--- config.mk ---
export PLATFORM = sky130hd
export DESIGN_NAME = hrtm_popcount
export DESIGN_NICKNAME = d
export VERILOG_FILES = /design/src/hrtm_pkg.sv /design/src/hrtm_popcount.sv
export SDC_FILE = /design/constraint.sdc
export NUM_CORES = 1
export LEC_CHECK = 0
export ABC_CLOCK_PERIOD_IN_PS = 23400
export BUFFER_PORTS_ARGS = -buffer_cell sky130_fd_sc_hd__buf_2
export CAP_MARGIN = 20
export CORE_MARGIN = 2
export CORE_UTILIZATION = 55
export DETAILED_ROUTE_END_ITERATION = 8
export GPL_ROUTABILITY_DRIVEN = 0
export MAX_ROUTING_LAYER = met4
export PLACE_DENSITY = 0.9
export SLEW_MARGIN = 20
export SYNTH_ARGS = -nofsm -noshare
export SYNTH_HDL_FRONTEND = slang
export SYNTH_SLANG_ARGS = --single-unit
--- constraint.sdc ---
create_clock -name vclk -period 23.4
set_input_delay 2.34 -clock vclk [all_inputs]
set_output_delay 2.34 -clock vclk [all_outputs]
set_load 0.02 [all_outputs]
--- src/hrtm_pkg.sv ---
// hrtm_pkg: widths, reset values, register codes and shared types of the
// hamming ratio-test matcher; used by every module under src
`default_nettype none

package hrtm_pkg;

	localparam int IDX_W      = 12;
	localparam int MAX_POINTS = 1 << IDX_W;
	localparam int DIST_W     = 9;
	localparam int WORD_W     = 64;
	localparam int DESC_W     = 4 * WORD_W;
	localparam int FRAC_W     = 8;
	localparam int EPOCH_W    = 10;
	localparam int DATA_W     = 32;
	localparam int ADDR_W     = 3;

	localparam logic [DIST_W-1:0] DIST_NONE = DIST_W'(256);
	localparam logic [DIST_W-1:0] RATIO_RST = DIST_W'(192);
	localparam logic [DIST_W-1:0] MAXD_RST  = DIST_W'(50);

	localparam logic [EPOCH_W-1:0] EPOCH_FIRST = EPOCH_W'(1);
	localparam logic [EPOCH_W-1:0] EPOCH_MAX   = '1;
	localparam logic [IDX_W-1:0]   IDX_LAST    = '1;

	typedef enum logic {
		REG_NN_RATIO = 1'b0,
		REG_MAX_DIST = 1'b1
	} reg_idx_t;

	typedef enum logic {
		CM_CLEAR = 1'b0,
		CM_RUN   = 1'b1
	} cm_state_t;

	typedef struct packed {
		logic               en;
		logic [IDX_W-1:0]   idx;
		logic [EPOCH_W-1:0] epoch;
	} claim_wr_t;

	typedef struct packed {
		logic [DIST_W-1:0]  best;
		logic [DIST_W-1:0]  second;
		logic [IDX_W-1:0]   idx;
		logic [EPOCH_W-1:0] epoch;
	} res_t;

endpackage

`default_nettype wire

--- src/hrtm_popcount.sv ---
// hrtm_popcount: adder-tree population count of the 256-bit descriptor xor
// depends on hrtm_pkg
`default_nettype none

module hrtm_popcount (
	input  wire logic [hrtm_pkg::DESC_W-1:0] bits,
	output logic      [hrtm_pkg::DIST_W-1:0] count
);

	logic [3:0] c8   [32];
	logic [4:0] c16  [16];
	logic [5:0] c32  [8];
	logic [6:0] c64  [4];
	logic [7:0] c128 [2];

	function automatic logic [3:0] pop8(input logic [7:0] b);
		logic [3:0] s;
		s = '0;
		for (int k = 0; k < 8; k++) begin
			s = s + {3'b000, b[k]};
		end
		return s;
	endfunction

	always_comb begin
		for (int i = 0; i < 32; i++) begin
			c8[i] = pop8(bits[8*i +: 8]);
		end
		for (int i = 0; i < 16; i++) begin
			c16[i] = {1'b0, c8[2*i]} + {1'b0, c8[2*i+1]};
		end
		for (int i = 0; i < 8; i++) begin
			c32[i] = {1'b0, c16[2*i]} + {1'b0, c16[2*i+1]};
		end
		for (int i = 0; i < 4; i++) begin
			c64[i] = {1'b0, c32[2*i]} + {1'b0, c32[2*i+1]};
		end
		for (int i = 0; i < 2; i++) begin
			c128[i] = {1'b0, c64[2*i]} + {1'b0, c64[2*i+1]};
		end
		count = {1'b0, c128[0]} + {1'b0, c128[1]};
	end

endmodule

`default_nettype wire

==> results of run 1 <==
## Yosys cell counts, drive strengths merged
cell type / n / area share (%)
o21a: 2 / 0.21
nor2: 6 / 0.32
fa: 242 / 68
or3: 1 / 0.088
a21boi: 2 / 0.26
xnor2: 4 / 0.49
nor3: 1 / 0.070
o31a: 1 / 0.12
nand2b: 1 / 0.088
ha: 38 / 6.7
nand2: 1 / 0.053
nand3b: 1 / 0.11
a21oi: 4 / 0.33
nor2b: 2 / 0.28
o21ai: 2 / 0.19
inv: 422 / 22
o22ai: 1 / 0.088
## layout by cell type, fill, tap and decap left out, drive strengths merged
| cell type | Yosys | layout |
|---|---|---|
| nor2b | 2 | 2 |
| a21oi | 4 | 4 |
| buf | 0 | 265 |
| diode | 0 | 1 |
| nand3b | 1 | 1 |
| o22ai | 1 | 1 |
| nand2b | 1 | 1 |
| o31a | 1 | 1 |
| o21a | 2 | 2 |
| o21ai | 2 | 2 |
| or3 | 1 | 1 |
| fa | 242 | 242 |
| nor3 | 1 | 1 |
| a21boi | 2 | 2 |
| xnor2 | 4 | 4 |
| nor2 | 6 | 6 |
| inv | 422 | 422 |
| ha | 38 | 38 |
| nand2 | 1 | 1 |
## layout make-up
| type | instances | area (µm²) | area share, % |
|---|---|---|---|
| antenna | 1 | 2.50 | 0.0290 |
| inverter | 422 | 1580 | 18.3 |
| tap | 172 | 215 | 2.49 |
| timing repair buffer | 265 | 1330 | 15.3 |
| multi-input combinational | 309 | 5510 | 63.8 |
## cells by family (layout without fill, tap and decap cells)
family,count (synthesis),after routing
buf+inv,422,687
fa+ha+maj,280,280
simple gates,13,13
compound gates,12,12
xor+xnor,4,4
other cells,0,1
## worst max path at each step
stage	from	end	slack, ns	depth (start not counted)
floorplan	bits[149]	count[8]	11.64	24
global placement	bits[95]	count[8]	11.43	27
detailed placement	bits[95]	count[8]	11.20	27
CTS	bits[95]	count[8]	11.19	27
global route	bits[59]	count[8]	10.92	27
finish	bits[95]	count[8]	11.17	27
## through the flow
stage | utilization [%] | cells | hold slack, ns | worst slack (ns) | cell area, µm²
2_1_floorplan | - | 731 | 4.89 | 11.64 | 7100
3_3_place_gp | 68.5 | 1168 | 5.03 | 11.43 | 8640
3_5_place_dp | 68.5 | 1168 | 5.04 | 11.20 | 8640
4_1_cts | 68.5 | 1168 | 5.03 | 11.19 | 8640
5_1_grt | 68.5 | 1169 | 5.07 | 10.92 | 8640
6_report | 68.5 | 1169 | 5.04 | 11.17 | 8640
## layer usage
layer	up-vias	track usage [%]	routed length, µm
met5	-	-	0
met4	0	6.17	484
met3	38	2.13	697
met2	172	48.3	8720
met1	2505	25.5	5000
li1	2356	-	-
==> impl_metrics.csv, run 1 <==
group,metric,value,unit
run_status,outcome,"completed",
placed_design,port_buffers,265,
floorplan,die_h,118,µm
cells_and_area,fin_nets,1534,
placed_design,hpwl,15.0,mm
sta,rsz0062_at_grt,"false",
sta,setup_tns,0,ns
global_routing,antenna_found_initial,1,
logic_synthesis,synthCells,731,
min_path,min_path_type,"input port to primary output",
cts,cts_resized,0,
cells_and_area,regArea,0,µm²
floorplan,dieWidth,118,µm
cells_and_area,area_growth,21.8,%
floorplan,io_pins,265,
cts,cts_hold_buf,0,
global_routing,grt_max_degree,6,
logic_synthesis,synth_compound_area_share,1.22,%
worst_setup_path,cp_top_family,"adder cells",
worst_setup_path,crit_fanout,3,
floorplan,std_cell_rows,41,
worst_setup_path,crit_type,"input port to primary output",
worst_setup_path,startpoint_type,"input port",
cells_and_area,nFlopsAndLatches,0,
min_path,hold_start,"bits[2]",
routing,wl_per_cell,12.7,µm
min_path,holdPathStages,3,
logic_synthesis,synth_top_family_by_area,"adder cells",
cells_and_area,nClkBuffers,0,
routing,wirelength,14.9,mm
logic_synthesis,synth_area,0.00710,mm²
worst_setup_path,crit_path_end_kind,"primary output",
global_routing,grt_first_pass_wirelength,26.3,mm
worst_setup_path,cp_common_cell,"fa_1",
sta,min_period,12.23,ns
cells_and_area,nFillCells,999,
floorplan,die_area,0.0138,mm²
logic_synthesis,synthXorXnorAreaFrac,0.494,%
worst_setup_path,cpPeakStageDelay,0.57,ns
run,drv_cap,0,
logic_synthesis,yosys.area_share.adder,75.0,%
logic_synthesis,seq_area_frac_synth,0,%
logic_synthesis,muxShareOfSynthArea,0,%
routing,drt_iter0_drc,86,
sta,hold_viol,0,
cells_and_area,final_layout_size_suffix_gt1_share,27.0,%
global_routing,track_usage,24.2,%
routing,detail_route.vias_per_cell,4.34,
logic_synthesis,syn_avg_cell_area,9.71,µm²
min_path,holdPathEnd,"count[0]",
logic_synthesis,synth_cell_types,21,
logic_synthesis,syn-num-nets,1267,
logic_synthesis,synthSimpleGateAreaFrac,1.00,%
worst_setup_path,cpMaxStageDelayCell,"fa_1",
sta,setup-violations-final,0,
floorplan,start_util,56.2,%
sta,final.period_utilization,52.3,%
cts,cts_setup_buffers,0,
routing,drc,0,
sta,slew_headroom,82.8,%
logic_synthesis,ys_warn_count,0,
floorplan,coreArea,0.0126,mm²
sta,fmax,81.7,MHz
worst_setup_path,critPathBufInv,9,
worst_setup_path,critical_path_required,21.06,ns
global_routing,grt_overflow_total,0,
routing,antenna_left,0,
global_routing,grt_pass1_vias,6317,
sta,worstMarginPinSlew,0.256,ns
worst_setup_path,cp.arrival,9.89,ns
sta,report.final.slew_viol_count,0,
routing,dr.pass1.iters,4,
routing,via_count,5071,
Power of run 1 is left out: the tool's default activity adds up to more than one toggle a clock period on the data nets, which glitch-free logic cannot reach.
==> inputs of run 2 (changes only) <==
--- a/config.mk
+++ b/config.mk
@@ -5,15 +5,15 @@
 export SDC_FILE = /design/constraint.sdc
 export NUM_CORES = 1
 export LEC_CHECK = 0
-export ABC_CLOCK_PERIOD_IN_PS = 23400
+export ABC_CLOCK_PERIOD_IN_PS = 10800
 export BUFFER_PORTS_ARGS = -buffer_cell sky130_fd_sc_hd__buf_2
 export CAP_MARGIN = 20
 export CORE_MARGIN = 2
-export CORE_UTILIZATION = 55
+export CORE_UTILIZATION = 48
 export DETAILED_ROUTE_END_ITERATION = 8
 export GPL_ROUTABILITY_DRIVEN = 0
 export MAX_ROUTING_LAYER = met4
-export PLACE_DENSITY = 0.9
+export PLACE_DENSITY = 0.83
 export SLEW_MARGIN = 20
 export SYNTH_ARGS = -nofsm -noshare
 export SYNTH_HDL_FRONTEND = slang
==> constraint.sdc (replaced) <==
create_clock -name vclk -period 10.8
set_input_delay 1.08 -clock vclk [all_inputs]
set_output_delay 1.08 -clock vclk [all_outputs]
set_load 0.02 [all_outputs]
==> run 2 against run 1 <==
  * Count of clock-buffer cells in the layout unchanged
  * Routed wire length is 6.4% lower
  * Core utilization decreased by 8.7 points
  * Sequential share of layout area did not move
  * Cell area up 0.14%
  * Largest cell class unchanged
==> impl_metrics.csv, run 2 (synthesis gave the netlist of run 1 again) <==
group,metric,value,unit
global_routing,grt_max_degree,6,
min_path,holdPathStages,3,
global_routing,antenna_found_initial,0,
worst_setup_path,cp_common_cell,"fa_1",
floorplan,dieWidth,126,µm
routing,highest_layer,"met4",
routing,wl_met2,7.97,mm
sta,final.period_utilization,88.9,%
sta,min_period,9.60,ns
routing,dr.pass1.iters,4,
floorplan,start_util,49.0,%
sta,hold_viol,0,
cells_and_area,final_cells,1180,
cells_and_area,nClkBuffers,0,
cells_and_area,nFlopsAndLatches,0,
routing,drc,0,
sta,holdWs,2.52,ns
worst_setup_path,cp.depth,27,
worst_setup_path,crit_fanout,2,
floorplan,coreArea,0.0145,mm²
run,drv_cap,0,
cells_and_area,fin_nets,1534,
sta,worstMarginPinSlew,0.229,ns
routing,via_count,4966,
global_routing,grt_first_pass_wirelength,24.7,mm
worst_setup_path,crit_type,"input port to primary output",
global_routing,track_usage,19.8,%
run_status,outcome,"completed",
placed_design,dp_cells,1180,
sta,rsz0062_at_grt,"false",
placed_design,hpwl,14.1,mm
floorplan,die_area,0.0158,mm²
cells_and_area,area_growth,21.9,%
sta,slew_headroom,84.7,%
global_routing,grt_pass1_vias,5831,
worst_setup_path,cpMaxStageDelayCell,"fa_1",
worst_setup_path,critical_path_required,9.72,ns
global_routing,grt_overflow_total,0,
min_path,min_path_type,"input port to primary output",
cells_and_area,antennaDiodeCount,0,
cells_and_area,regArea,0,µm²
cells_and_area,nFillCells,1255,
cells_and_area,final_cell_mix,"inv_1 (422), buf_2 (265), fa_1 (242)",
routing,antenna_left,0,
worst_setup_path,cp.arrival,8.52,ns
routing,wirelength,13.9,mm
cells_and_area,final_layout_size_suffix_gt1_share,27.0,%
cts,cts_resized,0,
sta,report.final.slew_viol_count,0,
routing,drt_iter0_drc,88,
placed_design,port_buffers,265,
floorplan,std_cell_rows,44,
cells_and_area,mostFrequentLayoutCell,"inv_1",
floorplan,io_pins,265,
sta,setup_tns,0,ns
routing,wl_per_cell,11.8,µm
worst_setup_path,startpoint_type,"input port",
sta,fmax,104,MHz
cts,cts_hold_buf,0,
cts,cts_setup_buffers,0,
worst_setup_path,critPathBufInv,10,
worst_setup_path,cp_top_family,"adder cells",
routing,detail_route.vias_per_cell,4.21,
floorplan,die_h,126,µm
worst_setup_path,crit_path_end_kind,"primary output",
routing,drt-met1-wl,5.11,mm
sta,setup-violations-final,0,
routing,dr_wl_met3,578,µm
worst_setup_path,cpPeakStageDelay,0.60,ns
[run 2: cell type report]
class | count | area (µm²) | area share [%]
inverter | 422 | 1580 | 18.3
timing repair buffer | 265 | 1330 | 15.3
tap | 184 | 230 | 2.66
multi-input combinational | 309 | 5510 | 63.7
[run 2: worst paths after layout]
check | startpoint | to | slack, ns
min | bits[2] | count[0] | 2.52
max | bits[149] | count[7] | 1.20
[run 2: metal layers]
layer	GRT usage, %	vias up
li1	-	2355
met1	23.1	2441
met2	38.4	148
met3	0.856	22
met4	3.14	0
met5	-	-
[run 2: metrics by stage]
stage / area, µm² / utilization, % / setup WS (ns)
finish: 8650 / 59.8 / 1.20
global route: 8650 / 59.8 / 0.843
CTS: 8650 / 59.8 / 1.18
detailed placement: 8650 / 59.8 / 1.18
global placement: 8650 / 59.8 / 1.31
floorplan: 7100 / - / 1.56
Power of run 2 is left out for the same reason.
