### src/hrtm_pkg.sv
// hrtm_pkg: widths, reset values, register codes and shared types of the
// hamming ratio-test matcher; used by every module under src
`default_nettype none

package hrtm_pkg;

	localparam int IDX_W      = 12;
	localparam int MAX_POINTS = 1 << IDX_W;
	localparam int DIST_W     = 9;
	localparam int WORD_W     = 64;
	localparam int DESC_W     = 4 * WORD_W;
	localparam int FRAC_W     = 8;
	localparam int EPOCH_W    = 10;
	localparam int DATA_W     = 32;
	localparam int ADDR_W     = 3;

	localparam logic [DIST_W-1:0] DIST_NONE = DIST_W'(256);
	localparam logic [DIST_W-1:0] RATIO_RST = DIST_W'(192);
	localparam logic [DIST_W-1:0] MAXD_RST  = DIST_W'(50);

	localparam logic [EPOCH_W-1:0] EPOCH_FIRST = EPOCH_W'(1);
	localparam logic [EPOCH_W-1:0] EPOCH_MAX   = '1;
	localparam logic [IDX_W-1:0]   IDX_LAST    = '1;

	typedef enum logic {
		REG_NN_RATIO = 1'b0,
		REG_MAX_DIST = 1'b1
	} reg_idx_t;

	typedef enum logic {
		CM_CLEAR = 1'b0,
		CM_RUN   = 1'b1
	} cm_state_t;

	typedef struct packed {
		logic               en;
		logic [IDX_W-1:0]   idx;
		logic [EPOCH_W-1:0] epoch;
	} claim_wr_t;

	typedef struct packed {
		logic [DIST_W-1:0]  best;
		logic [DIST_W-1:0]  second;
		logic [IDX_W-1:0]   idx;
		logic [EPOCH_W-1:0] epoch;
	} res_t;

endpackage

`default_nettype wire

### src/hrtm_decide.sv
// hrtm_decide: threshold and ratio test on a finished query, result register
// and claim write; depends on hrtm_pkg
`default_nettype none

module hrtm_decide (
	input  wire logic                         clk,
	input  wire logic                         arst_n,
	input  wire logic                         s3_valid,
	input  wire hrtm_pkg::res_t               s3,
	input  wire logic [hrtm_pkg::DIST_W-1:0]  ratio,
	input  wire logic [hrtm_pkg::DIST_W-1:0]  max_dist,
	input  wire logic                         out_stall,
	output logic                              ready,
	output hrtm_pkg::claim_wr_t               wr,
	output logic                              out_valid,
	output logic                              match_found,
	output logic      [hrtm_pkg::IDX_W-1:0]   best_index,
	output logic      [hrtm_pkg::DIST_W-1:0]  best_distance,
	output logic      [hrtm_pkg::DIST_W-1:0]  second_distance
);

	localparam int PROD_W = 2 * hrtm_pkg::DIST_W;

	logic [PROD_W-1:0] prod;
	logic [PROD_W-1:0] scaled;
	logic              match;
	logic              fire;

	assign prod   = PROD_W'(ratio) * PROD_W'(s3.second);
	assign scaled = {{(PROD_W - hrtm_pkg::DIST_W - hrtm_pkg::FRAC_W){1'b0}}, s3.best,
		{hrtm_pkg::FRAC_W{1'b0}}};
	assign match  = (s3.best < hrtm_pkg::DIST_NONE) && (s3.best <= max_dist)
		&& (scaled < prod);

	assign ready = !out_valid || !out_stall;
	assign fire  = s3_valid && ready;

	assign wr = {fire && match, s3.idx, s3.epoch};

	always_ff @(posedge clk or negedge arst_n) begin
		if (!arst_n) begin
			out_valid <= 1'b0;
		end else if (ready) begin
			out_valid <= s3_valid;
		end
	end

	always_ff @(posedge clk) begin
		if (fire) begin
			match_found     <= match;
			best_index      <= match ? s3.idx : '0;
			best_distance   <= s3.best;
			second_distance <= s3.second;
		end
	end

	a_order: assert property (@(posedge clk) disable iff (!arst_n)
		out_valid |-> best_distance <= second_distance)
		else $error("best distance above second distance");

	a_index_zero: assert property (@(posedge clk) disable iff (!arst_n)
		(out_valid && !match_found) |-> best_index == '0)
		else $error("index shown on a result without match");

	a_threshold: assert property (@(posedge clk) disable iff (!arst_n)
		(out_valid && match_found) |-> (best_distance <= max_dist
		&& best_distance != hrtm_pkg::DIST_NONE))
		else $error("match beyond distance threshold");

endmodule

`default_nettype wire

### config.mk
export PLATFORM = sky130hd
export DESIGN_NAME = hrtm_decide
export DESIGN_NICKNAME = d
export VERILOG_FILES = /design/src/hrtm_pkg.sv /design/src/hrtm_decide.sv
export SDC_FILE = /design/constraint.sdc
export NUM_CORES = 1
export LEC_CHECK = 0
export BUFFER_PORTS_ARGS = -buffer_cell sky130_fd_sc_hd__buf_2
export CORE_ASPECT_RATIO = 0.8
export CORE_MARGIN = 2
export CORE_UTILIZATION = 28
export DETAILED_ROUTE_END_ITERATION = 8
export PLACE_DENSITY_LB_ADDON = 0.3
export SYNTH_ARGS = -nofsm -noshare
export SYNTH_HDL_FRONTEND = slang
export SYNTH_SLANG_ARGS = --single-unit
### constraint.sdc
create_clock -name clk -period 7.2 [get_ports clk]
set_input_delay 0.36 -clock clk [delete_from_list [all_inputs] [get_ports clk]]
set_output_delay 0.36 -clock clk [all_outputs]
set_load 0.01 [all_outputs]
==> implementation parameters, run 1 <==
Parameter                              Value

Routing
  Number of vias in the routed layout    3316
  Starting DRC count in detailed routing    124
  Antenna violation net count after detailed routing    0
  Average wire per standard cell    13.0 um
  First-pass detailed-route iteration total    4
  Residual DRC    0
  Post-detailed-routing wire length    9.70 mm
  Number of vias per cell    4.43

Setup path
  Slowest cell on the critical path    sky130_fd_sc_hd__fa_1
  Data arrival, critical path    5.85 ns
  Worst r2r src    out_valid
  Critical path launch point type    primary input
  CP Max Fanout    14
  Setup slack on the worst flop-to-flop path    5.84 ns
  Worst path required time    6.84 ns
  Kind of capture point of the worst setup path    primary output
  Max incr delay on CP    0.55 ns
  Worst r2r dst    second_distance[5]
  Worst R2R Path Depth    3
  Cells traversed along the worst timing path    buf_2 -> nand2_1 -> fa_1 -> fa_1 -> inv_1 -> fa_1 -> inv_1 -> fa_1 -> inv_1 -> ha_1 -> a21o_1 -> a31o_1 -> o21ai_2 -> or2b_1 -> a21oi_1 -> xor2_1 -> ha_1 -> a21oi_1 -> nor2b_1 -> o21ai_0 -> a21oi_1 -> o32a_4 -> nor2_2 -> buf_2
  Crit Path Class    in -> out
  Cell repeated most along the worst path    sky130_fd_sc_hd__fa_1

Pwr
  Leakage power    0.00257 uW
  Pwr Density    268 nW/um2
  Largest vdd supply drop    0.110 mV

Placed design
  Instance count after placement with tap cells included    738
  # port buffers    97
  Setup slack after placement    0.994 ns
  RePlAce Congestion    0.792
  Placed standard-cell area    4890 um2
  Post-detailed-placement half-perimeter wirelength    8.23 mm

Global routing
  Total congestion overflow    0
  Largest net degree at the start of global routing    33
  Number of global-route vias before repair    3215
  Wire length of the first global-routing pass    15.6 mm
  Global-route total usage across every layer    0.119
  Initial antenna violation count    1

Clock network
  H-tree level count    2
  Clock sinks    32
  Num CTS Buffers    5
  Clock latency reported for the late side of the worst-skew pair    0.28 ns
  Post-CTS setup buffers    0
  Register clock-pin slew on the reported worst setup and hold paths    0.05 ns
  Clock Tree Buf Depth    2
  Clock tree from TritonCTS    done
  Root Driver    sky130_fd_sc_hd__clkbuf_16

Yosys
  EDFF count, synth    31
  Sequential cell area fraction in the yosys report    0.221
  Post-synthesis area per instance    9.45 um2
  Post-synth net total    626
  FFs w/ async S/R, synth    0.0313
  Portion of synthesized cell area occupied by the leading cell type    0.231
  Post-Synthesis Cell Area    4330 um2
  Cell type with the largest total area after synthesis    sky130_fd_sc_hd__fa_1
  Gate Count Post-Synth    458
  FF+latch count, synth    32
  Number of distinct library cell variants in the gate-level netlist after synthesis    39
  Number of warning messages in the yosys log    0
  Largest cells by area after synthesis    sky130_fd_sc_hd__fa_1, sky130_fd_sc_hd__edfxtp_1, sky130_fd_sc_hd__ha_1
  Leading cell type by number of instances after synthesis    sky130_fd_sc_hd__inv_1
  Main flop type after synthesis    sky130_fd_sc_hd__edfxtp_1
  Most instantiated cells after synthesis    sky130_fd_sc_hd__inv_1, sky130_fd_sc_hd__nand2_1, sky130_fd_sc_hd__ha_1

Layout
  Total Nets Final    704
  Design Area, Final    5070 um2
  Number of standard cells in the layout, taps in and fillers out    748
  Fraction of layout cells with a size suffix above 1    0.220
  Number of fill cells in the layout    1598
  Signed area change from the synthesized netlist to the final layout    17.1%

Run
  Total of max-cap violations    0

Floorplan
  Effective utilization at floorplan    0.287
  Rows    40
  Die Ht    115 um
  Placeable core region    15100 um2
  Number of primary I/O pins    118
  Area of the die    16500 um2
  Chip Width    143 um

STA
  Final critical path time including I/O delays and setup    6.21 ns
  Max-slew violation count    0
  Number of hold violations in the final report    0
  Worst max-slew margin expressed relative to the limit    0.707
  Worst Tran Pin Value    0.440 ns
  RSZ-0062 raised after global routing    false
  Smallest setup slack after layout    0.989 ns
  Setup-failing EPs final    0
  Final period utilization    0.863
  Final clock skew    0.00670 ns
  Setup TNS    0 ns
  Peak clock frequency supported by timing    0.161 GHz

Min path
  Classification of the worst-slack hold path    in -> reg
  Hold path cells    2
  Hold path start    s3_valid
  Min-Delay Endpoint    out_valid

Outcome
  Status    finished, final reports clean
==> cell usage in the layout (no fill, tap or decap), drive strengths merged, types with 3 or more instances in the layout <==
master and count:
buf 99, and2 46, ha 56, fa 50, xor2 7, edfxtp 31
a211o 3, xnor2 4, nand4 3, a21o 5, nand3 5, inv 91
nand2 58, o21ai 9, a21oi 17, nor2 20, clkbuf 5, nor2b 3
==> cells by family (layout without fill, tap and decap cells) <==
logic type / Yosys count / after routing / share of synthesized area
flip-flops: 32 / 32 / 0.221
adder cells (fa/ha/maj): 106 / 106 / 0.393
AO/OA/AOI/OAI: 45 / 45 / 0.0697
AND/OR/NAND/NOR: 144 / 144 / 0.169
XOR/XNOR: 11 / 11 / 0.0223
other: 0 / 1 / 0
buffers and inverters: 120 / 199 / 0.125
==> flip-flops by register name, summed over array words and instances (netlist names) <==
| register | flops |
|---|---|
| best_index | 12 |
| out_valid | 1 |
| second_distance | 9 |
| best_distance | 9 |
| match_found | 1 |
==> how the worst max path moves through the flow <==
stage	startpoint	to	slack [ns]	depth (start not counted)
floorplan	s3[24]	wr[22]	1.40	24
global placement	s3[28]	wr[22]	1.12	24
detailed placement	ratio[0]	wr[22]	0.99	24
CTS	ratio[0]	wr[22]	0.99	24
global route	ratio[0]	wr[22]	0.71	24
finish	s3[30]	wr[22]	0.99	24
==> metrics by stage <==
stage,total power [uW],utilization,hold WS (ns)
finish,1360,0.336,0.289
global route,1510,0.336,0.296
CTS,1380,0.336,0.290
detailed placement,1130,0.325,0.136
global placement,1120,0.325,0.137
floorplan,940,-,0.0644
==> where the power goes <==
part / internal, uW / switching (uW) / total, uW
logic: 376 / 517 / 894
clock network: 161 / 76.8 / 237
registers: 225 / 3.08 / 228
==> routing by layer <==
| layer | GRT usage | up-vias | wire, um |
|---|---|---|---|
| met5 | 0 | - | 0 |
| met4 | 0.0251 | 0 | 117 |
| met3 | 0.0208 | 10 | 654 |
| met2 | 0.196 | 110 | 4430 |
| met1 | 0.164 | 1613 | 4490 |
| li1 | - | 1583 | - |
==> worst max-delay path: cells and delay by family <==
kind,cells,cell delay (ns)
AND/OR/NAND/NOR,4,0.55
AO/OA/AOI/OAI,8,1.56
adder cells (fa/ha/maj),6,2.72
XOR/XNOR,1,0.18
buffers and inverters,5,0.45
==> final cells by class <==
type | instances | area, um2 | area share
Antenna cell | 1 | 2.50 | 0.000494
Clock buffer | 5 | 125 | 0.0247
Clock inverter | 3 | 37.5 | 0.00741
Inverter | 91 | 342 | 0.0674
Multi-Input combinational cell | 306 | 2830 | 0.559
Sequential cell | 32 | 956 | 0.189
Tap cell | 210 | 263 | 0.0519
Timing Repair Buffer | 100 | 510 | 0.101
==> timing repair <==
item | 4_1_cts | 5_1_grt
endpoints found under the hold margin | 1 | 0
gates resized for setup | 0 | 0
hold buffers | 1 | 0
Power figures use the tool's default switching activity.
==> run 2: changes to the inputs <==
==> constraint.sdc (replaced) <==
create_clock -name clk -period 7.76 [get_ports clk]
set_input_delay 0.388 -clock clk [delete_from_list [all_inputs] [get_ports clk]]
set_output_delay 0.388 -clock clk [all_outputs]
set_load 0.01 [all_outputs]
==> run 2 against run 1 <==
Sequential share of layout area rose by 0.089 points. Combinational power down 7.6%. Clock power fell by 21%. Critical path depth did not move. Sequential power down 7%. Non-clock buffer count did not move. Die area is the same. Final cell count unchanged. Clock skew hardly changed. Flip-flop and latch count stayed put. Critical path type unchanged. Largest power group unchanged.
==> implementation parameters, run 2 (synthesis results as in run 1) <==
Parameter                              Value

STA
  Smallest setup slack after layout    1.46 ns (+0.473 ns)
  Final clock skew    0.00695 ns (+0.000245 ns)
  Worst Tran Pin Value    0.447 ns (+0.00676 ns)
  Setup-failing EPs final    0 (unchanged)
  Number of hold violations in the final report    0 (unchanged)
  Setup TNS    0 ns (unchanged)
  Max-slew violation count    0 (unchanged)
  Final period utilization    0.812
  Final critical path time including I/O delays and setup    6.30 ns
  Peak clock frequency supported by timing    0.159 GHz
  Worst max-slew margin expressed relative to the limit    0.702 (-0.00450)
  RSZ-0062 raised after global routing    false

Layout
  Fraction of layout cells with a size suffix above 1    0.222 (+0.00186)
  Footprint of the flip-flops and latches    956 um2 (unchanged)
  Largest register FFs    12 (unchanged)
  Design Area, Final    5040 um2 (-0.47%)
  Area taken by multi-input logic gates    2830 um2 (unchanged)
  Register name with the most flops    best_index
  Number of fill cells in the layout    1551 (-2.9%)
  Most frequent cells in the layout    sky130_fd_sc_hd__buf_2, sky130_fd_sc_hd__inv_1, sky130_fd_sc_hd__nand2_1, sky130_fd_sc_hd__ha_1, sky130_fd_sc_hd__fa_1
  Largest registers in the final layout    best_index: 12 flops, best_distance: 9 flops, second_distance: 9 flops
  Total Nets Final    704 (unchanged)
  Signed area change from the synthesized netlist to the final layout    16.5%
  Most common cell after layout, fill and taps aside    sky130_fd_sc_hd__buf_2

Routing
  Number of vias in the routed layout    3306 (-0.30%)
  Starting DRC count in detailed routing    175 (+41%)
  Average wire per standard cell    12.8 um (-1.3%)
  Number of vias per cell    4.42 (-0.30%)
  Routed met2 length    4.44 mm (+0.25%)
  Highest routing layer actually used    met4
  Antenna violation net count after detailed routing    0 (unchanged)
  Post-detailed-routing wire length    9.57 mm (-1.3%)
  Residual DRC    0 (unchanged)
  First-pass detailed-route iteration total    4 (unchanged)
  Wire length the detailed router placed on met1    4.58 mm (+1.9%)
  Amount of wire on met3 after detailed routing    495 um (-24%)

Setup path
  Setup slack on the worst flop-to-flop path    6.40 ns (+0.56 ns)
  Critical path startpoint    ratio[0]
  Cells traversed along the worst timing path    buf_2 -> nand2_1 -> fa_1 -> fa_1 -> inv_1 -> fa_1 -> inv_1 -> fa_1 -> inv_1 -> ha_1 -> a21o_1 -> a31o_1 -> o21ai_2 -> or2b_1 -> a21oi_1 -> xor2_1 -> ha_1 -> a21oi_1 -> nor2b_1 -> o21ai_0 -> a21oi_1 -> o32a_4 -> nor2_2 -> buf_2
  Kind of capture point of the worst setup path    primary output
  CP Max Fanout    14 (unchanged)
  Crit. path cell count    24 (unchanged)
  Crit Path Class    in -> out
  CP top delay family    adder cells
  Buffers plus inverters on the worst setup path    5 (unchanged)
  Capture point of the worst path    wr[22]
  Slowest cell on the critical path    sky130_fd_sc_hd__fa_1
  Critical path launch point type    primary input
  Max incr delay on CP    0.55 ns (about the same)
  Worst R2R Path Depth    3 (unchanged)
  Worst path required time    7.37 ns (+0.53 ns)
  Worst r2r src    out_valid
  Cell repeated most along the worst path    sky130_fd_sc_hd__fa_1
  Worst r2r dst    second_distance[1]
  Data arrival, critical path    5.91 ns (+0.06 ns)

Global routing
  Initial antenna violation count    1 (unchanged)
  Wire length of the first global-routing pass    15.4 mm (-0.93%)
  Global-route total usage across every layer    0.118 (-0.00129)
  Total congestion overflow    0 (unchanged)
  Largest net degree at the start of global routing    33 (unchanged)
  Number of global-route vias before repair    3188 (-0.84%)

Placed design
  RePlAce Congestion    0.792 (about the same)
  # port buffers    97 (unchanged)
  Setup slack after placement    1.48 ns (+0.487 ns)
  Placed standard-cell area    4890 um2 (unchanged)
  Post-detailed-placement half-perimeter wirelength    8.18 mm (-0.61%)

Min path
  Hold path cells    2 (unchanged)
  Classification of the worst-slack hold path    in -> reg
  Hold path start    s3_valid

Clock network
  Clock latency reported for the late side of the worst-skew pair    0.28 ns (about the same)
  Number of gates resized after cts    0 (unchanged)
  H-tree level count    2 (unchanged)
  Clock sinks    32 (unchanged)
  Register clock-pin slew on the reported worst setup and hold paths    0.05 ns (about the same)
  Clock Tree Buf Depth    2 (unchanged)
  Root Driver    sky130_fd_sc_hd__clkbuf_16
  Num CTS Buffers    5 (unchanged)
  Clock tree from TritonCTS    done

Run
  Total of max-cap violations    0 (unchanged)

Pwr
  Largest vdd supply drop    0.104 mV (-5.7%)
  Leakage power    0.00256 uW (-0.31%)
  Total power of the final layout    1230 uW (-9.8%)
  Pwr Density    243 nW/um2 (-9.4%)

Floorplan
  Placeable core region    15100 um2 (unchanged)
  Rows    40 (unchanged)
  Effective utilization at floorplan    0.287 (unchanged)
  Chip Width    143 um (unchanged)
  Die Ht    115 um (unchanged)
  Area of the die    16500 um2 (unchanged)
  Number of primary I/O pins    118 (unchanged)

Outcome
  Status    finished, final reports clean
## run 2: cell types whose count changed in the layout (fill, tap and decap cells not counted)
| cell | delta |
|---|---|
| sky130_fd_sc_hd__bufinv_16 | -1 |
| sky130_fd_sc_hd__clkinv_1 | -1 |
| sky130_fd_sc_hd__clkinv_2 | +2 |
## run 2: worst register-to-register path: cells and delay by family, from the launching register on
family,cells,cell delay (ns)
buf+inv,1,0.40
flops,1,0.37
simple gates,2,0.22
## run 2: how the worst min path moves through the flow
| stage | endpoint |
|---|---|
| after floorplan | out_valid |
| after global placement | out_valid |
| after detailed placement | out_valid |
| after CTS | out_valid |
| after global routing | out_valid |
| final | out_valid |
## run 2: cell type report
class                   count  area share
diodes                      1    0.000496
clock buffers               5      0.0248
clock inverters             3     0.00273
inverters                  91      0.0677
multi-input cells         306       0.561
flip-flops and latches     32       0.190
well taps                 210      0.0521
repair buffers            100       0.101
## run 2: metal layers
| metal | up-vias | track usage |
|---|---|---|
| met5 | - | 0 |
| met4 | 0 | 0.0185 |
| met3 | 6 | 0.0217 |
| met2 | 84 | 0.194 |
| met1 | 1632 | 0.165 |
| li1 | 1584 | - |
## run 2: per-stage QoR
step,hold WS [ns],util,std cells
after global placement,0.165,0.325,738
after CTS,0.320,0.335,747
final,0.321,0.335,748
after floorplan,0.0924,-,458
after detailed placement,0.164,0.325,738
after global routing,0.319,0.335,747
## run 2: timing repair
item,in CTS,in global routing
endpoints found under the hold margin,1,0
endpoints found under the setup margin,0,0
buffers inserted,0,0
hold buffers,1,0
## run 2: power by group
group / internal, uW / switching (uW) / total (uW)
sequential: 209 / 2.88 / 212
clock: 116 / 71.6 / 188
combinational: 349 / 476 / 826
total: 675 / 551 / 1230
==> run 3: changes to the inputs <==
--- a/config.mk
+++ b/config.mk
@@ -5,6 +5,7 @@
 export SDC_FILE = /design/constraint.sdc
 export NUM_CORES = 1
 export LEC_CHECK = 0
+export ABC_AREA = 1
 export BUFFER_PORTS_ARGS = -buffer_cell sky130_fd_sc_hd__buf_2
 export CORE_ASPECT_RATIO = 0.8
 export CORE_MARGIN = 2
==> constraint.sdc (replaced) <==
create_clock -name clk -period 5.3 [get_ports clk]
set_input_delay 0.265 -clock clk [delete_from_list [all_inputs] [get_ports clk]]
set_output_delay 0.265 -clock clk [all_outputs]
set_load 0.01 [all_outputs]
==> run 3 against run 2 <==
Clock skew down 0.0014 ns. Clock power up 82%. Highest routed layer unchanged. Die area up 4.3%. Largest cell class unchanged.
==> implementation parameters, run 3 <==
Parameter                              Value

Setup path
  Kind of capture point of the worst setup path    primary output
  Cell repeated most along the worst path    sky130_fd_sc_hd__nand2_1
  Crit Path Class    in -> out
  Buffers plus inverters on the worst setup path    5 (unchanged)
  Data arrival, critical path    4.83 ns (-1.08 ns)
  Worst R2R Path Depth    4 (+1)
  Critical path startpoint    s3[22]
  Setup slack on the worst flop-to-flop path    3.90 ns (-2.50 ns)
  Critical path launch point type    primary input
  Worst path required time    5.04 ns (-2.33 ns)
  CP top delay family    adder cells
  CP Max Fanout    4 (-10)
  Worst r2r dst    second_distance[4]
  Max incr delay on CP    0.51 ns (-0.04 ns)
  Worst r2r src    out_valid
  Slowest cell on the critical path    sky130_fd_sc_hd__fa_1

Routing
  First-pass detailed-route iteration total    4 (unchanged)
  Number of vias per cell    4.12 (-6.8%)
  Antenna violation net count after detailed routing    0 (unchanged)
  Average wire per standard cell    12.4 um (-3.3%)
  Number of vias in the routed layout    3702 (+12%)
  Post-detailed-routing wire length    11.1 mm (+16%)
  Starting DRC count in detailed routing    188 (+7.4%)
  Residual DRC    0 (unchanged)

STA
  Peak clock frequency supported by timing    0.196 GHz
  Worst Tran Pin Value    0.463 ns (+0.0162 ns)
  Max-slew violation count    0 (unchanged)
  Setup-failing EPs final    0 (unchanged)
  Number of hold violations in the final report    0 (unchanged)
  Final critical path time including I/O delays and setup    5.10 ns
  Final period utilization    0.961
  Worst max-slew margin expressed relative to the limit    0.691 (-0.0108)
  Setup TNS    0 ns (unchanged)
  Final clock skew    0.00558 ns (-0.00137 ns)
  RSZ-0062 raised after global routing    true

Min path
  Hold path start    s3[33]
  Classification of the worst-slack hold path    in -> reg
  Min-Delay Endpoint    best_distance[2]
  Hold path cells    1 (-1)

Layout
  Register name with the most flops    best_index
  Largest registers in the final layout    best_index: 12 flops, best_distance: 9 flops, second_distance: 9 flops
  Most frequent cells in the layout    sky130_fd_sc_hd__inv_1, sky130_fd_sc_hd__nand2_1, sky130_fd_sc_hd__buf_2, sky130_fd_sc_hd__buf_4
  Most common cell after layout, fill and taps aside    sky130_fd_sc_hd__inv_1
  Fraction of layout cells with a size suffix above 1    0.346 (+0.125)
  Total Nets Final    851 (+21%)
  Util after Layout    0.386 (+0.0509)
  Largest register FFs    12 (unchanged)
  Number of diodes added for antenna fixing    0 (-1)
  Signed area change from the synthesized netlist to the final layout    34.8%
  Number of standard cells in the layout, taps in and fillers out    899 (+20%)

Yosys
  Leading cell type by number of instances after synthesis    sky130_fd_sc_hd__inv_1
  Main flop type after synthesis    sky130_fd_sc_hd__edfxtp_1
  Post-Synthesis Cell Area    4520 um2 (+4.5%)
  EDFF count, synth    31 (unchanged)
  FFs w/ async S/R, synth    0.0313 (unchanged)
  Sequential cell area fraction in the yosys report    0.211 (-0.00941)
  Cell type with the largest total area after synthesis    sky130_fd_sc_hd__fa_1
  Portion of synthesized cell area occupied by the leading cell type    0.221 (-0.00986)
  Gate Count Post-Synth    563 (+23%)
  Post-synthesis area per instance    8.03 um2 (-15%)
  Post-synth net total    731 (+17%)
  Number of warning messages in the yosys log    0 (unchanged)
  Number of distinct library cell variants in the gate-level netlist after synthesis    31 (-21%)
  FF+latch count, synth    32 (unchanged)
  Most instantiated cells after synthesis    sky130_fd_sc_hd__inv_1, sky130_fd_sc_hd__nand2_1, sky130_fd_sc_hd__ha_1
  Largest cells by area after synthesis    sky130_fd_sc_hd__fa_1, sky130_fd_sc_hd__edfxtp_1, sky130_fd_sc_hd__ha_1

Floorplan
  Placeable core region    15800 um2 (+4.9%)
  Chip Width    146 um (+2.1%)
  Area of the die    17200 um2 (+4.3%)
  Effective utilization at floorplan    0.286 (-0.00118)
  Number of primary I/O pins    118 (unchanged)
  Rows    41 (+2.5%)
  Die Ht    118 um (+2.1%)

Placed design
  Instance count after placement with tap cells included    884 (+20%)
  RePlAce Congestion    0.818 (+3.3%)
  Post-detailed-placement half-perimeter wirelength    8.95 mm (+9.4%)
  # port buffers    97 (unchanged)

Global routing
  Largest net degree at the start of global routing    32 (-3.0%)
  Wire length of the first global-routing pass    17.1 mm (+11%)
  Total congestion overflow    0 (unchanged)
  Global-route total usage across every layer    0.126 (+0.00811)
  Number of global-route vias before repair    3459 (+8.5%)
  Initial antenna violation count    0 (-1)

Pwr
  Largest vdd supply drop    0.230 mV (+120%)
  Pwr Density    429 nW/um2 (+76%)
  Leakage power    0.00344 uW (+34%)

Outcome
  Status    finished, final reports clean

Clock network
  H-tree level count    2 (unchanged)
  Clock tree from TritonCTS    done
  Num CTS Buffers    5 (unchanged)
  Clock Tree Buf Depth    2 (unchanged)
  Clock sinks    32 (unchanged)
  Root Driver    sky130_fd_sc_hd__clkbuf_16
  Clock latency reported for the late side of the worst-skew pair    0.29 ns (about the same)
  Register clock-pin slew on the reported worst setup and hold paths    0.06 ns (about the same)

Run
  Total of max-cap violations    0 (unchanged)
-- run 3: cell type report --
class | count | area (um2)
multi-input combinational | 323 | 3030
timing repair buffer | 154 | 1050
sequential | 32 | 956
tap | 215 | 269
clock inverter | 2 | 35.0
clock buffer | 6 | 129
fill | 1662 | 9710
inverter | 167 | 627
-- run 3: timing repair --
action                     4_1_cts  5_1_grt
gates resized for setup          2      130
hold buffers                     1        0
setup buffers                    0        6
pin swaps                        1       53
setup endpoints to repair        1       13
hold endpoints to repair         1        0
-- run 3: per-stage QoR --
stage | power, uW | hold slack, ns | worst slack, ns | cell area (um2)
after floorplan | 1300 | -0.0306 | 0.0714 | 4520
after global placement | 1720 | 0.0402 | -0.0994 | 5420
after detailed placement | 1710 | 0.0407 | -0.0506 | 5420
after CTS | 2100 | 0.198 | 0.00788 | 5610
after global routing | 2890 | 0.195 | -0.103 | 6090
final | 2610 | 0.208 | 0.204 | 6090
-- run 3: logic make-up after synthesis --
group | synth area share
AO/OA/AOI/OAI | 0.0360
buffers and inverters | 0.193
adder cells (fa/ha/maj) | 0.376
AND/OR/NAND/NOR | 0.166
flip-flops | 0.211
XOR/XNOR | 0.0174
-- run 3: worst max-delay path by stage --
stage                   to  slack [ns]  cells past startpoint
floorplan           wr[22]        0.07                     25
global placement    wr[22]        -0.1                     25
detailed placement  wr[22]       -0.05                     25
CTS                 wr[22]       0.008                     27
global route        wr[22]       -0.10                     28
finish              wr[22]        0.20                     27
-- run 3: power by group --
group / switching, uW / leakage (uW) / total (uW) / internal [uW]
clock: 122 / 0.0000808 / 343 / 221
combinational: 1050 / 0.00304 / 1960 / 912
sequential: 4.57 / 0.000313 / 312 / 308
total: 1170 / 0.00344 / 2610 / 1440
-- run 3: layer usage --
metal  track usage  wire length [um]
met2         0.177              4840
met5             0                 0
met3        0.0267               609
met1         0.190              5510
met4        0.0407               165
